**src/rtl/core/assert_macros.svh**
```systemverilog
// Assertion macros shared by the decoder core modules.
`ifndef ASSERT_MACROS_SVH
`define ASSERT_MACROS_SVH

// A condition that must hold at every clock edge outside reset.
`define ASSERT_ALWAYS(lbl, cond, msg) \
  lbl: assert property (@(posedge clk) disable iff (rst) (cond)) else $error(msg);

// A condition that must hold in the same cycle as a trigger.
`define ASSERT_IMPLY(lbl, ante, cons, msg) \
  lbl: assert property (@(posedge clk) disable iff (rst) (ante) |-> (cons)) else $error(msg);

`endif

```
**src/rtl/core/lpid_pkg.sv**
```systemverilog
// Types, constants and helper functions of the palettized image decoder core.
package lpid_pkg;

  // Result kinds.
  localparam logic [1:0] KIND_HEADER  = 2'd0;
  localparam logic [1:0] KIND_PALETTE = 2'd1;
  localparam logic [1:0] KIND_PIXEL   = 2'd2;
  localparam logic [1:0] KIND_REJECT  = 2'd3;

  // Image formats.
  localparam logic [1:0] FMT_NIBBLE = 2'd0;
  localparam logic [1:0] FMT_BYTE   = 2'd1;
  localparam logic [1:0] FMT_RAW    = 2'd2;

  // Magic bytes.
  localparam logic [7:0] MAGIC_C     = 8'h43;
  localparam logic [7:0] MAGIC_D     = 8'h44;
  localparam logic [7:0] MAGIC_RAW_0 = 8'h00;
  localparam logic [7:0] MAGIC_RAW_1 = 8'h08;

  // Palette layout: slots start at 160; nibble files carry 5 entries, byte files 64.
  localparam logic [7:0] PAL_BASE        = 8'd160;
  localparam logic [5:0] PAL_LAST_NIBBLE = 6'd4;
  localparam logic [5:0] PAL_LAST_BYTE   = 6'd63;

  localparam logic [14:0] MAX_SIDE_RESET = 15'd4000;

  typedef enum logic [2:0] {
    PH_MAGIC1  = 3'd0,
    PH_MAGIC2  = 3'd1,
    PH_SIZE    = 3'd2,
    PH_PALETTE = 3'd3,
    PH_PIXELS  = 3'd4,
    PH_IDLE    = 3'd5
  } phase_t;

  typedef struct packed {
    logic [7:0] data_byte;
    logic       start_of_file;
  } in_word_t;

  typedef struct packed {
    logic [1:0]  kind;
    logic [1:0]  format;
    logic [14:0] width;
    logic [14:0] height;
    logic [7:0]  pal_index;
    logic [7:0]  red;
    logic [7:0]  green;
    logic [7:0]  blue;
    logic [7:0]  pixel;
    logic [14:0] pix_x;
    logic [14:0] pix_y;
    logic        last_of_run;
  } out_word_t;

  // Scale a 0..63 component to 0..255: c*255/63 equals 4c + c/21, and c/21 is
  // found by three compares. Components above 63 saturate.
  function automatic logic [7:0] scale63(input logic [7:0] c);
    logic [1:0] q;
    begin
      if (c >= 8'd63)      q = 2'd3;
      else if (c >= 8'd42) q = 2'd2;
      else if (c >= 8'd21) q = 2'd1;
      else                 q = 2'd0;
      if (c > 8'd63) scale63 = 8'd255;
      else           scale63 = {c[5:0], 2'b00} + {6'd0, q};
    end
  endfunction

  // Nibbles 10 to 14 move to slots 160 to 164.
  function automatic logic [7:0] map_nibble(input logic [3:0] c);
    begin
      if (c >= 4'd10 && c < 4'd15) map_nibble = {4'd0, c} + 8'd150;
      else                         map_nibble = {4'd0, c};
    end
  endfunction

  function automatic logic [7:0] map_byte(input logic [7:0] c);
    begin
      if (c >= 8'h30) map_byte = c - 8'h20;
      else            map_byte = {4'd0, c[3:0]};
    end
  endfunction

  // A side is good when it is positive as a signed 16-bit value and within the limit.
  function automatic logic size_ok(input logic [15:0] s, input logic [14:0] max_side);
    begin
      size_ok = !s[15] && (s[14:0] != 15'd0) && (s[14:0] <= max_side);
    end
  endfunction

endpackage

```
**src/rtl/core/lpid_parser.sv**
```systemverilog
// File parser: holds the decode state and turns one byte into up to two result words.
module lpid_parser (
  input  logic                clk,
  input  logic                rst,
  input  logic                advance,
  input  lpid_pkg::in_word_t  in_word,
  input  logic [14:0]         max_side,
  output lpid_pkg::out_word_t res0,
  output lpid_pkg::out_word_t res1,
  output logic [1:0]          res_cnt
);
  import lpid_pkg::*;
  `include "assert_macros.svh"

  phase_t      phase, phase_next;
  logic [1:0]  image_format, image_format_next;
  logic [1:0]  comp, comp_next;
  logic [5:0]  entry, entry_next;
  logic [7:0]  saved_byte, saved_byte_next;
  logic [15:0] img_width, img_width_next;
  logic [15:0] img_height, img_height_next;
  logic [7:0]  color_part_r, color_part_r_next;
  logic [7:0]  color_part_g, color_part_g_next;
  logic [14:0] col_count, col_count_next;
  logic [14:0] row_count, row_count_next;

  // Next state and result words for the byte in the input register.
  always_comb begin
    phase_t      ph;
    logic [7:0]  b;
    logic [15:0] col_p1;
    logic [15:0] col_sum;
    logic [15:0] row_inc;
    logic [15:0] w16;
    logic [15:0] h16;
    logic [5:0]  pal_last;
    b = in_word.data_byte;
    ph = in_word.start_of_file ? PH_MAGIC1 : phase;
    image_format_next = in_word.start_of_file ? FMT_NIBBLE : image_format;
    comp_next         = in_word.start_of_file ? 2'd0 : comp;
    entry_next        = in_word.start_of_file ? 6'd0 : entry;
    col_count_next    = in_word.start_of_file ? 15'd0 : col_count;
    row_count_next    = in_word.start_of_file ? 15'd0 : row_count;
    phase_next        = ph;
    saved_byte_next   = saved_byte;
    img_width_next    = img_width;
    img_height_next   = img_height;
    color_part_r_next = color_part_r;
    color_part_g_next = color_part_g;
    res0    = '0;
    res1    = '0;
    res_cnt = 2'd0;
    w16 = {1'b0, img_width[14:0]};
    h16 = {1'b0, img_height[14:0]};
    col_p1  = {1'b0, col_count_next} + 16'd1;
    col_sum = 16'd0;
    row_inc = {1'b0, row_count_next} + 16'd1;
    pal_last = (image_format_next == FMT_NIBBLE) ? PAL_LAST_NIBBLE : PAL_LAST_BYTE;

    case (ph)
      PH_MAGIC1: begin
        image_format_next = FMT_NIBBLE;
        saved_byte_next   = b;
        phase_next        = PH_MAGIC2;
      end
      PH_MAGIC2: begin
        comp_next  = 2'd0;
        phase_next = PH_SIZE;
        if (saved_byte == MAGIC_C && b == MAGIC_C) begin
          image_format_next = FMT_NIBBLE;
        end else if (saved_byte == MAGIC_C && b == MAGIC_D) begin
          image_format_next = FMT_BYTE;
        end else if (saved_byte == MAGIC_RAW_0 && b == MAGIC_RAW_1) begin
          image_format_next = FMT_RAW;
        end else begin
          image_format_next = FMT_NIBBLE;
          comp_next    = comp;
          phase_next   = PH_IDLE;
          res0.kind    = KIND_REJECT;
          res0.format  = FMT_NIBBLE;
          res_cnt      = 2'd1;
        end
      end
      PH_SIZE: begin
        // Width low, width high, height low, height high.
        if (!comp_next[0])          saved_byte_next = b;
        else if (comp_next == 2'd1) img_width_next  = {b, saved_byte};
        else                        img_height_next = {b, saved_byte};
        comp_next = comp_next + 2'd1;
        if (comp_next == 2'd0) begin
          res0.format = image_format_next;
          res_cnt     = 2'd1;
          if (!size_ok(img_width_next, max_side) || !size_ok(img_height_next, max_side)) begin
            res0.kind  = KIND_REJECT;
            phase_next = PH_IDLE;
          end else begin
            res0.kind      = KIND_HEADER;
            res0.width     = img_width_next[14:0];
            res0.height    = img_height_next[14:0];
            entry_next     = 6'd0;
            col_count_next = 15'd0;
            row_count_next = 15'd0;
            phase_next     = (image_format_next == FMT_RAW) ? PH_PIXELS : PH_PALETTE;
          end
        end
      end
      PH_PALETTE: begin
        case (comp_next)
          2'd0: begin
            color_part_r_next = b;
            comp_next = 2'd1;
          end
          2'd1: begin
            color_part_g_next = b;
            comp_next = 2'd2;
          end
          default: begin
            res0.kind      = KIND_PALETTE;
            res0.format    = image_format_next;
            res0.pal_index = PAL_BASE + {2'd0, entry_next};
            res0.red       = scale63(color_part_r);
            res0.green     = scale63(color_part_g);
            res0.blue      = scale63(b);
            res_cnt        = 2'd1;
            comp_next      = 2'd0;
            if (entry_next == pal_last) begin
              entry_next = 6'd0;
              phase_next = PH_PIXELS;
            end else begin
              entry_next = entry_next + 6'd1;
            end
          end
        endcase
      end
      PH_PIXELS: begin
        res0.kind   = KIND_PIXEL;
        res0.format = image_format_next;
        res0.pix_x  = col_count_next;
        res0.pix_y  = row_count_next;
        res_cnt     = 2'd1;
        if (image_format_next == FMT_NIBBLE) begin
          // High nibble first; the low nibble past the row end is dropped.
          res0.pixel = map_nibble(b[7:4]);
          if (col_p1 < w16) begin
            res1.kind   = KIND_PIXEL;
            res1.format = image_format_next;
            res1.pixel  = map_nibble(b[3:0]);
            res1.pix_x  = col_p1[14:0];
            res1.pix_y  = row_count_next;
            res_cnt     = 2'd2;
          end
          col_sum = {1'b0, col_count_next} + 16'd2;
        end else begin
          res0.pixel = (image_format_next == FMT_BYTE) ? map_byte(b) : b;
          col_sum = col_p1;
        end
        if (col_sum >= w16) begin
          col_count_next = 15'd0;
          row_count_next = row_inc[14:0];
          if (row_inc >= h16) phase_next = PH_IDLE;
        end else begin
          col_count_next = col_sum[14:0];
        end
      end
      default: begin
      end
    endcase

    // Mark the last word caused by this byte.
    if (res_cnt == 2'd1) res0.last_of_run = 1'b1;
    if (res_cnt == 2'd2) res1.last_of_run = 1'b1;
  end

  // Decode state, updated when the byte moves on to the result buffer.
  always_ff @(posedge clk) begin
    if (rst) begin
      phase        <= PH_MAGIC1;
      image_format <= FMT_NIBBLE;
      comp         <= 2'd0;
      entry        <= 6'd0;
      saved_byte   <= 8'd0;
      img_width    <= 16'd0;
      img_height   <= 16'd0;
      color_part_r <= 8'd0;
      color_part_g <= 8'd0;
      col_count    <= 15'd0;
      row_count    <= 15'd0;
    end else if (advance) begin
      phase        <= phase_next;
      image_format <= image_format_next;
      comp         <= comp_next;
      entry        <= entry_next;
      saved_byte   <= saved_byte_next;
      img_width    <= img_width_next;
      img_height   <= img_height_next;
      color_part_r <= color_part_r_next;
      color_part_g <= color_part_g_next;
      col_count    <= col_count_next;
      row_count    <= row_count_next;
    end
  end

  // Only a nibble-packed pixel byte yields two words.
  `ASSERT_IMPLY(a_pair_only_nibble, res_cnt == 2'd2, (phase_next == PH_PIXELS || phase_next == PH_IDLE) && image_format == FMT_NIBBLE, "two results outside nibble pixels")
  // A finished file stays silent until a new file starts.
  `ASSERT_IMPLY(a_idle_silent, phase == PH_IDLE && !in_word.start_of_file, res_cnt == 2'd0, "result after end of file")

endmodule

```
**src/rtl/core/lpid_outbuf.sv**
```systemverilog
// Two-entry result buffer that presents result words one at a time.
module lpid_outbuf (
  input  logic                clk,
  input  logic                rst,
  input  logic                push,
  input  logic [1:0]          push_cnt,
  input  lpid_pkg::out_word_t push0,
  input  lpid_pkg::out_word_t push1,
  output logic                room,
  output logic                out_valid,
  input  logic                out_stall,
  output lpid_pkg::out_word_t out_word
);
  import lpid_pkg::*;
  `include "assert_macros.svh"

  out_word_t  entry0, entry1;
  logic [1:0] occ;
  logic       pop;

  // The buffer takes a new pair only when it will be empty after this cycle.
  assign out_valid = (occ != 2'd0);
  assign out_word  = entry0;
  assign pop       = out_valid && !out_stall;
  assign room      = (occ == 2'd0) || (occ == 2'd1 && pop);

  // Occupancy.
  always_ff @(posedge clk) begin
    if (rst) begin
      occ <= 2'd0;
    end else if (push) begin
      occ <= push_cnt;
    end else if (pop) begin
      occ <= occ - 2'd1;
    end
  end

  // Payload: a push fills from the front, a pop moves the second word up.
  always_ff @(posedge clk) begin
    if (push) begin
      entry0 <= push0;
      entry1 <= push1;
    end else if (pop) begin
      entry0 <= entry1;
    end
  end

  `ASSERT_ALWAYS(a_occ_bound, occ != 2'd3, "result buffer overfilled")
  `ASSERT_IMPLY(a_push_room, push, room, "push into a buffer without room")

endmodule

```
**src/rtl/core/legacy_palettized_image_decoder_core.sv**
```systemverilog
// Top level of the palettized image decoder: input register, parser and result buffer.
// A byte is held in the input register, then moves with its result words into the result
// buffer, which offers them one at a time. Throughput: one byte per cycle while the buffer
// has room; a nibble byte with two pixels holds off the next while the single port drains them.
// Reset (rst, synchronous): parser waits for a magic, buffers empty, max_side is 4000.
module legacy_palettized_image_decoder_core (
  input  logic                clk,
  input  logic                rst,
  input  logic                in_valid,
  output logic                in_stall,
  input  lpid_pkg::in_word_t  in_word,
  output logic                out_valid,
  input  logic                out_stall,
  output lpid_pkg::out_word_t out_word,
  input  logic                cfg_wr_en,
  input  logic [14:0]         cfg_wr_data
);
  import lpid_pkg::*;

  in_word_t    in_q;
  logic        in_q_valid;
  logic        fire;
  logic        room;
  logic        accept;
  logic [14:0] max_side;
  out_word_t   res0, res1;
  logic [1:0]  res_cnt;

  // The held word moves on when the result buffer can take a pair.
  assign fire     = in_q_valid && room;
  assign in_stall = in_q_valid && !fire;
  assign accept   = in_valid && !in_stall;

  // Size limit register.
  always_ff @(posedge clk) begin
    if (rst) begin
      max_side <= MAX_SIDE_RESET;
    end else if (cfg_wr_en) begin
      max_side <= cfg_wr_data;
    end
  end

  // Input register.
  always_ff @(posedge clk) begin
    if (rst) begin
      in_q_valid <= 1'b0;
    end else if (accept) begin
      in_q_valid <= 1'b1;
    end else if (fire) begin
      in_q_valid <= 1'b0;
    end
  end

  always_ff @(posedge clk) begin
    if (accept) begin
      in_q <= in_word;
    end
  end

  lpid_parser u_parser (
    .clk      (clk),
    .rst      (rst),
    .advance  (fire),
    .in_word  (in_q),
    .max_side (max_side),
    .res0     (res0),
    .res1     (res1),
    .res_cnt  (res_cnt)
  );

  lpid_outbuf u_outbuf (
    .clk       (clk),
    .rst       (rst),
    .push      (fire),
    .push_cnt  (res_cnt),
    .push0     (res0),
    .push1     (res1),
    .room      (room),
    .out_valid (out_valid),
    .out_stall (out_stall),
    .out_word  (out_word)
  );

endmodule

```
**config.mk**
```make
export PLATFORM = sky130hd
export DESIGN_NAME = legacy_palettized_image_decoder_core
export DESIGN_NICKNAME = d
export VERILOG_FILES = /design/src/rtl/core/lpid_pkg.sv /design/src/rtl/core/lpid_parser.sv /design/src/rtl/core/lpid_outbuf.sv /design/src/rtl/core/legacy_palettized_image_decoder_core.sv
export VERILOG_INCLUDE_DIRS = /design/src /design/src/rtl/core
export SDC_FILE = /design/constraint.sdc
export NUM_CORES = 1
export LEC_CHECK = 0
export BUFFER_PORTS_ARGS = -buffer_cell sky130_fd_sc_hd__buf_2
export CAP_MARGIN = 20
export CELL_PAD_IN_SITES_DETAIL_PLACEMENT = 1
export CELL_PAD_IN_SITES_GLOBAL_PLACEMENT = 1
export CORE_UTILIZATION = 46
export DETAILED_ROUTE_END_ITERATION = 7
export MAX_ROUTING_LAYER = met4
export PLACE_DENSITY_LB_ADDON = 0.15
export SLEW_MARGIN = 30
export SYNTH_ARGS = -nofsm -noshare
export SYNTH_HDL_FRONTEND = slang
export SYNTH_SLANG_ARGS = --single-unit
```
**constraint.sdc**
```tcl
create_clock -name clk -period 7.8 [get_ports clk]
set_input_delay 0.39 -clock clk [delete_from_list [all_inputs] [get_ports clk]]
set_output_delay 0.39 -clock clk [all_outputs]
set_load 0.05 [all_outputs]
```
* After elaboration in Yosys (flattened, before gate mapping) *
Cells that the tools add are included.

word-level totals
  bits in registers = 274
  bits of input ports = 29
  output and inout port bits = 107
  logic and storage cells = 233

cells by class
  add/sub/neg operators = 13
  magnitude comparators = 22
  eq/ne operators = 17
  multiplexer cells = 102
  reduce and logical (&&, ||, !) cells = 44

operators with widths
  kind                                                                count
  two-way mux 105 bit                                                 2
  two-way mux 16 bit                                                  8
  two-way mux 15 bit                                                  8
  two-way mux 32 bit                                                  2
  two-way mux 8 bit                                                   8
  two-way mux 30 bit                                                  2
  case mux 15 bit (2 select lines)                                    2
  greater-or-equal comparator 8 x 6 -> 1 bit (second input constant)  7
  two-way mux 2 bit                                                   27
  two-way mux 38 bit                                                  1
  two-way mux 3 bit                                                   12
  two-way mux 6 bit                                                   6
  two-way mux 34 bit                                                  1
  adder 15 x 1 -> 16 bit (second input constant)                      2
  greater-or-equal comparator 16 x 15 -> 1 bit                        2
  <= comparator 15 bit                                                2
  nonzero test 15 bit                                                 2
  adder 8 x 2 -> 8 bit                                                3
  == test 8 x 7 -> 1 bit (second input constant)                      3
  greater-or-equal comparator 8 x 5 -> 1 bit (second input constant)  3
  greater-than comparator 8 x 6 -> 1 bit (second input constant)      3
  two-way mux 4 bit                                                   5
  adder 15 x 2 -> 16 bit (second input constant)                      1
  adder 4 x 8 -> 8 bit (second input constant)                        2
  36 further kinds                                                    84

* Logic depth before layout (Yosys ltp) *
  word-level depth = 14
  gate-level depth with buffers = 23
  mapped depth without buffers = 19

* By module *
A second synthesis with hierarchy kept.

unflattened totals
  cell total of the unflattened synthesis = 1751
  area, all modules = 17953.5 sq um

modules (own cells, without submodules)
  module                                times used  cells an instance  area an instance (sq um)  seq. area each (sq um)
  lpid_parser                           1           1342               9350.2                    1981.9
  lpid_outbuf                           1           346                7723.7                    6346.1
  legacy_palettized_image_decoder_core  1           63                 879.6                     590.6

* Worst setup path after synthesis *
No wires, ideal clock.

  kind = flip-flop to flip-flop
  start = register u_outbuf.occ[0]
  end = register u_outbuf.occ[0]
  setup time = 0.123 ns
  arrival time = 6.789 ns
  data required time = 7.677 ns
  path slack = 0.888 ns
  cell stages (with the launch flop) = 8
  buffers on the path = 0
  period minus slack after synthesis = 6.912 ns
  cell sequence = dfxtp_1 -> inv_1 -> ha_1 -> inv_1 -> nor2_1 -> a21oi_1 -> o21ai_0 -> a31oi_1

between the ends
  word-level cells in the longest chain between the ends = 6
  elaborated cells on any way between the ends = 11
  classes of those cells = add/sub: 1; eq/ne: 1; mux: 2; reduce/logical: 7

ends and longest elaborated chain
  item                                                     line                                        source
  from (decl)                                              lpid_outbuf.sv:18                           logic [1:0] occ;
  from (signal assigned)                                   lpid_outbuf.sv:32                           occ <= push_cnt;
  from (signal assigned)                                   lpid_outbuf.sv:34                           occ <= occ - 2'd1;
  nonzero test 2 bit (*)                                   lpid_outbuf.sv:22                           assign out_valid = (occ != 2'd0);
  named net out_valid                                      legacy_palettized_image_decoder_core.sv:12  output logic out_valid,
  logical AND 1 bit (*)                                    lpid_outbuf.sv:24                           assign pop = out_valid && !out_stall;
  logical AND 1 bit                                        lpid_outbuf.sv:25                           assign room = (occ == 2'd0) || (occ == 2'd1 && pop);
  logical OR 1 bit                                         lpid_outbuf.sv:25
  logical AND 1 bit                                        legacy_palettized_image_decoder_core.sv:30  assign fire = in_q_valid && room;
  two-way mux 2 bit or nonzero test 2 bit (tied branches)  n/a

The timed path passes the listed nets; every way through them passes the cells marked *. The select of a mux whose other input is x is not followed.
A chain may end at the register's enable or synchronous reset.

* Final worst setup path *
  start = register in_q[0] in the netlist's numbering
  end = register u_outbuf.entry0, in the netlist u_outbuf.out_word[91], data pin

between the ends
  word-level cells in the longest chain between the ends = 14
  elaborated cells on any way between the ends = 29
  classes of those cells = add/sub: 1; order compare: 2; eq/ne: 2; mux: 12; reduce/logical: 12

ends and longest elaborated chain
  item                                                                           line                                        source
  from (decl)                                                                    legacy_palettized_image_decoder_core.sv:20  in_word_t in_q;
  from (signal assigned)                                                         legacy_palettized_image_decoder_core.sv:56  in_q <= in_word;
  parallel branches: the longest is 12 deep, another holds <= comparator 15 bit  n/a
  two-way mux 30 bit (*)                                                         lpid_parser.sv:60                           case (ph)
  two-way mux 105 bit (*)                                                        lpid_outbuf.sv:40                           if (push) begin
  to (signal assigned)                                                           lpid_outbuf.sv:41                           entry0 <= push0;
  to (signal assigned)                                                           lpid_outbuf.sv:44                           entry0 <= entry1;
  to (decl)                                                                      lpid_outbuf.sv:17                           out_word_t entry0, entry1;

Mark *: on every way between the ends. The select of a mux whose other input is x is not followed.

==> key figures <==
Outcome
  • Status: complete, no violations

STA
  • Slew headroom: 36.8%
  • Final period utilization: 66.4%
  • Final hold viol count: 0
  • RSZ-0062 raised after global routing: no
  • Fin Setup TNS: 0 ns
  • Fmax: around 190 MHz
  • Final critical delay including setup and external delays: 5.18 ns
  • Final setup viols: 0
  • Max Slew Vio Count: 0
  • Hold_ws: 0.0288 ns
  • Worst-Margin Slew: 0.949 ns
  • Final Skew: 0.0131 ns

Critical path
  • Worst R2R Path Depth: 14
  • Reg-to-Reg End: u_outbuf.out_word[91]
  • Crit path largest cell delay: 0.83 ns
  • Crit path cell chain: buf_4 -> nor2b_1 -> ha_1 -> nand3b_2 -> mux2i_1 -> inv_1 -> ha_1 -> a21oi_1 -> a21oi_1 -> o31ai_1 -> a22o_1 -> nand4_2 -> or3b_2 -> nor2_1
  • Worst reg-to-reg setup slack: 2.62 ns
  • Crit Reg-Reg Startpoint: in_q[0]
  • Buf/Inv on CP: 2
  • Slowest stage cell, crit path: or3b_2
  • Worst-path fanout max: 37
  • Crit-path leading delay family: simple AND/OR/NAND/NOR gates
  • Crit end category: register
  • CP required: between 8 and 9 ns
  • CP arrival: 5.58 ns
  • CP Class: register to register
  • Startpoint types: register

Min path
  • Start point of the worst hold path: in_word[0]
  • Hold EP: in_q[0]
  • Hold WC Path Type: input port to register
  • Worst Hold Path Cells: 1

Global routing
  • Grt ovf: 0
  • Vias in the first global route: 13,241
  • First-pass GRT wire length: 74,100 um
  • Largest net degree at the start of global routing: 78
  • Initial antenna violation count: 1
  • Total GRT Usage: 29.2%

Logic synthesis
  • Synth top area share: between 30% and 40%
  • Yosys warns: 0
  • EDFF count, synth: between 150 and 200
  • Synth Instances: approximately 1,600
  • Top cells by area, synth: edfxtp_1, dfxtp_1, ha_1
  • Post-synth cell types: 74
  • Seq cells post-synth: approximately 270
  • Synth Flop Type: edfxtp_1
  • Avg Inst Size Synth: 9.07 um^2
  • Asr flop ratio synth: 0%
  • Post-Syn Area: 15,000 um^2
  • Synth area leader: edfxtp_1
  • Seq/Total Area, Yosys: 46.8%

Die
  • Number of core rows: 65
  • Die height: 182 um
  • I/O Pins: about 140
  • Core area: 31,800 um^2
  • Die ar.: 33,200 um^2
  • Die Wd: 182 um
  • Initial Util: a little under half

Drt
  • Total Routed Length: 46,800 um
  • DRT iter0 DRCs: 966
  • DR pass1 iterations: 5
  • Via count: 12,914
  • Drt drc: 0
  • Routed vias/inst: just under 6
  • Antenna-violating nets left: 0
  • Routed len/inst: 21.3 um

Clock network
  • Clock transition at path regs: about 0.060 ns
  • Post-CTS Setup Bufs: 0
  • H-Tree Depth: 1
  • Sink Count: 272
  • CTS Buffer Depth: 3
  • Total CTS buffers: 31
  • Clk Tree Root Cell: clkbuf_16
  • PostCTS Resize Cnt: 0
  • CTS tree: done
  • Clock latency on the worst-skew pair: 0.58 ns

Power and ir drop
  • VDD IR-drop max: 0.000278 V
  • Leakage: 6.97 nW
  • Power per cell area: 313 nW/um^2

Layout
  • Nets: 1,860
  • Final Util: 53.5%
  • Layout area overhead: 13.7%
  • Most frequent cells in the layout: nor2_1, nand2_1, edfxtp_1
  • Layout cells sized above 1: 12.6%
  • # fillers: 3,708
  • Commonest non-fill, non-tap cell in the layout: nor2_1

Place
  • Post-DP HPWL: 32,800 um
  • GPL Wtd Cong: 0.939
  • Port buffer count: ~140

Flow run
  • Max cap viols: 0
repair_timing:
item	in CTS	in global routing
setup endpoints to repair	0	0
endpoints found under the hold margin	8	0
hold buffers	8	0
where the power goes:
part / switching [W] / total, W / internal (W) / leakage [nW]
sequential: 0.000138 / 0.00208 / 0.00195 / 2.48
combinational: 0.00148 / 0.00180 / 0.000319 / 4.00
clock: 0.000606 / 0.00143 / 0.000824 / 0.479
sequential cells by signal, indices dropped and copies added (netlist names):
signal                 count
max_side                  15
u_outbuf.entry1           41
in_q_valid                 1
u_parser.img_height       16
u_parser.col_count        15
u_parser.color_part_r      8
u_parser.phase             3
u_outbuf.out_word        105
u_parser.color_part_g      8
in_q                       9
u_parser.image_format      2
u_parser.img_width        16
u_parser.row_count        15
u_parser.entry             6
u_parser.comp              2
u_parser.saved_byte        8
u_outbuf.occ               2
cell usage after synthesis (all sizes together) (4+ instances only):
cell and count:
o31ai 8, nand2 164, inv 106, and4 7
a21o 11, a41oi 5, edfxtp 155, dfxtp 117
o22ai 10, clkbuf 77, nand2b 9, a211o 4
nor3 38, a22oi 15, nand3b 6, and2 22
o211ai 14, or3 4, a311oi 5, ha 91
nand3 71, mux2i 38, or4 6, o21a 10
a21oi 100, nor2b 17, and3 14, xor2 12
o21ai 60, a31oi 14, o311a 4, nor2 239
a211oi 54, nor4 12, nand4 30, xnor2 27
or2 4, nor3b 6, buf 29
stage by stage:
stage,area [um^2],total power (W),std cells,setup WS (ns)
4_1_cts,17000,0.00536,2200,2.61
5_1_grt,17000,0.00552,2201,2.16
2_1_floorplan,15000,0.00350,1650,0.888
3_5_place_dp,15900,0.00391,2134,2.65
6_report,17000,0.00532,2201,2.62
3_3_place_gp,15900,0.00388,2134,2.72
layer usage:
metal  vias up  global-route usage (%)  routed length (um)
met5         -                       -                   0
met2       386                    47.0               22100
met1      6368                    38.0               20700
met3       103                    3.91                2530
li1       6057                       -                   -
met4         0                    9.92                1510
cell type report:
| type | count | area, um^2 | share of cell area, % |
|---|---|---|---|
| clock buffer | 49 | 905 | 5.32 |
| antenna | 1 | 2.50 | 0.0147 |
| clock inverter | 9 | 78.8 | 0.464 |
| sequential | 272 | 7000 | 41.1 |
| inverter | 107 | 402 | 2.36 |
| multi-input combinational | 1165 | 7170 | 42.2 |
| tap | 435 | 544 | 3.20 |
| timing repair buffer | 163 | 908 | 5.34 |
cell families after synthesis:
kind of cell    share of synthesized area, %
compound gates                          14.6
xor+xnor                                2.28
fa+ha+maj                               7.62
buf+inv                                 5.67
flops                                   46.8
mux                                     2.54
other cells                           0.0251
simple gates                            20.5
how the worst max path moves through the flow:
stage / startpoint / endpoint / cells after the start
2_1_floorplan: u_outbuf.occ[0] / u_outbuf.occ[0] / 7
3_3_place_gp: in_q[0] / u_outbuf.out_word[71] / 14
3_5_place_dp: in_q[0] / u_parser.col_count[6] / 15
4_1_cts: in_q[0] / u_parser.row_count[6] / 15
5_1_grt: in_q[0] / u_outbuf.out_word[91] / 14
6_report: in_q[0] / u_outbuf.out_word[91] / 14
Power figures use the tool's default switching activity.
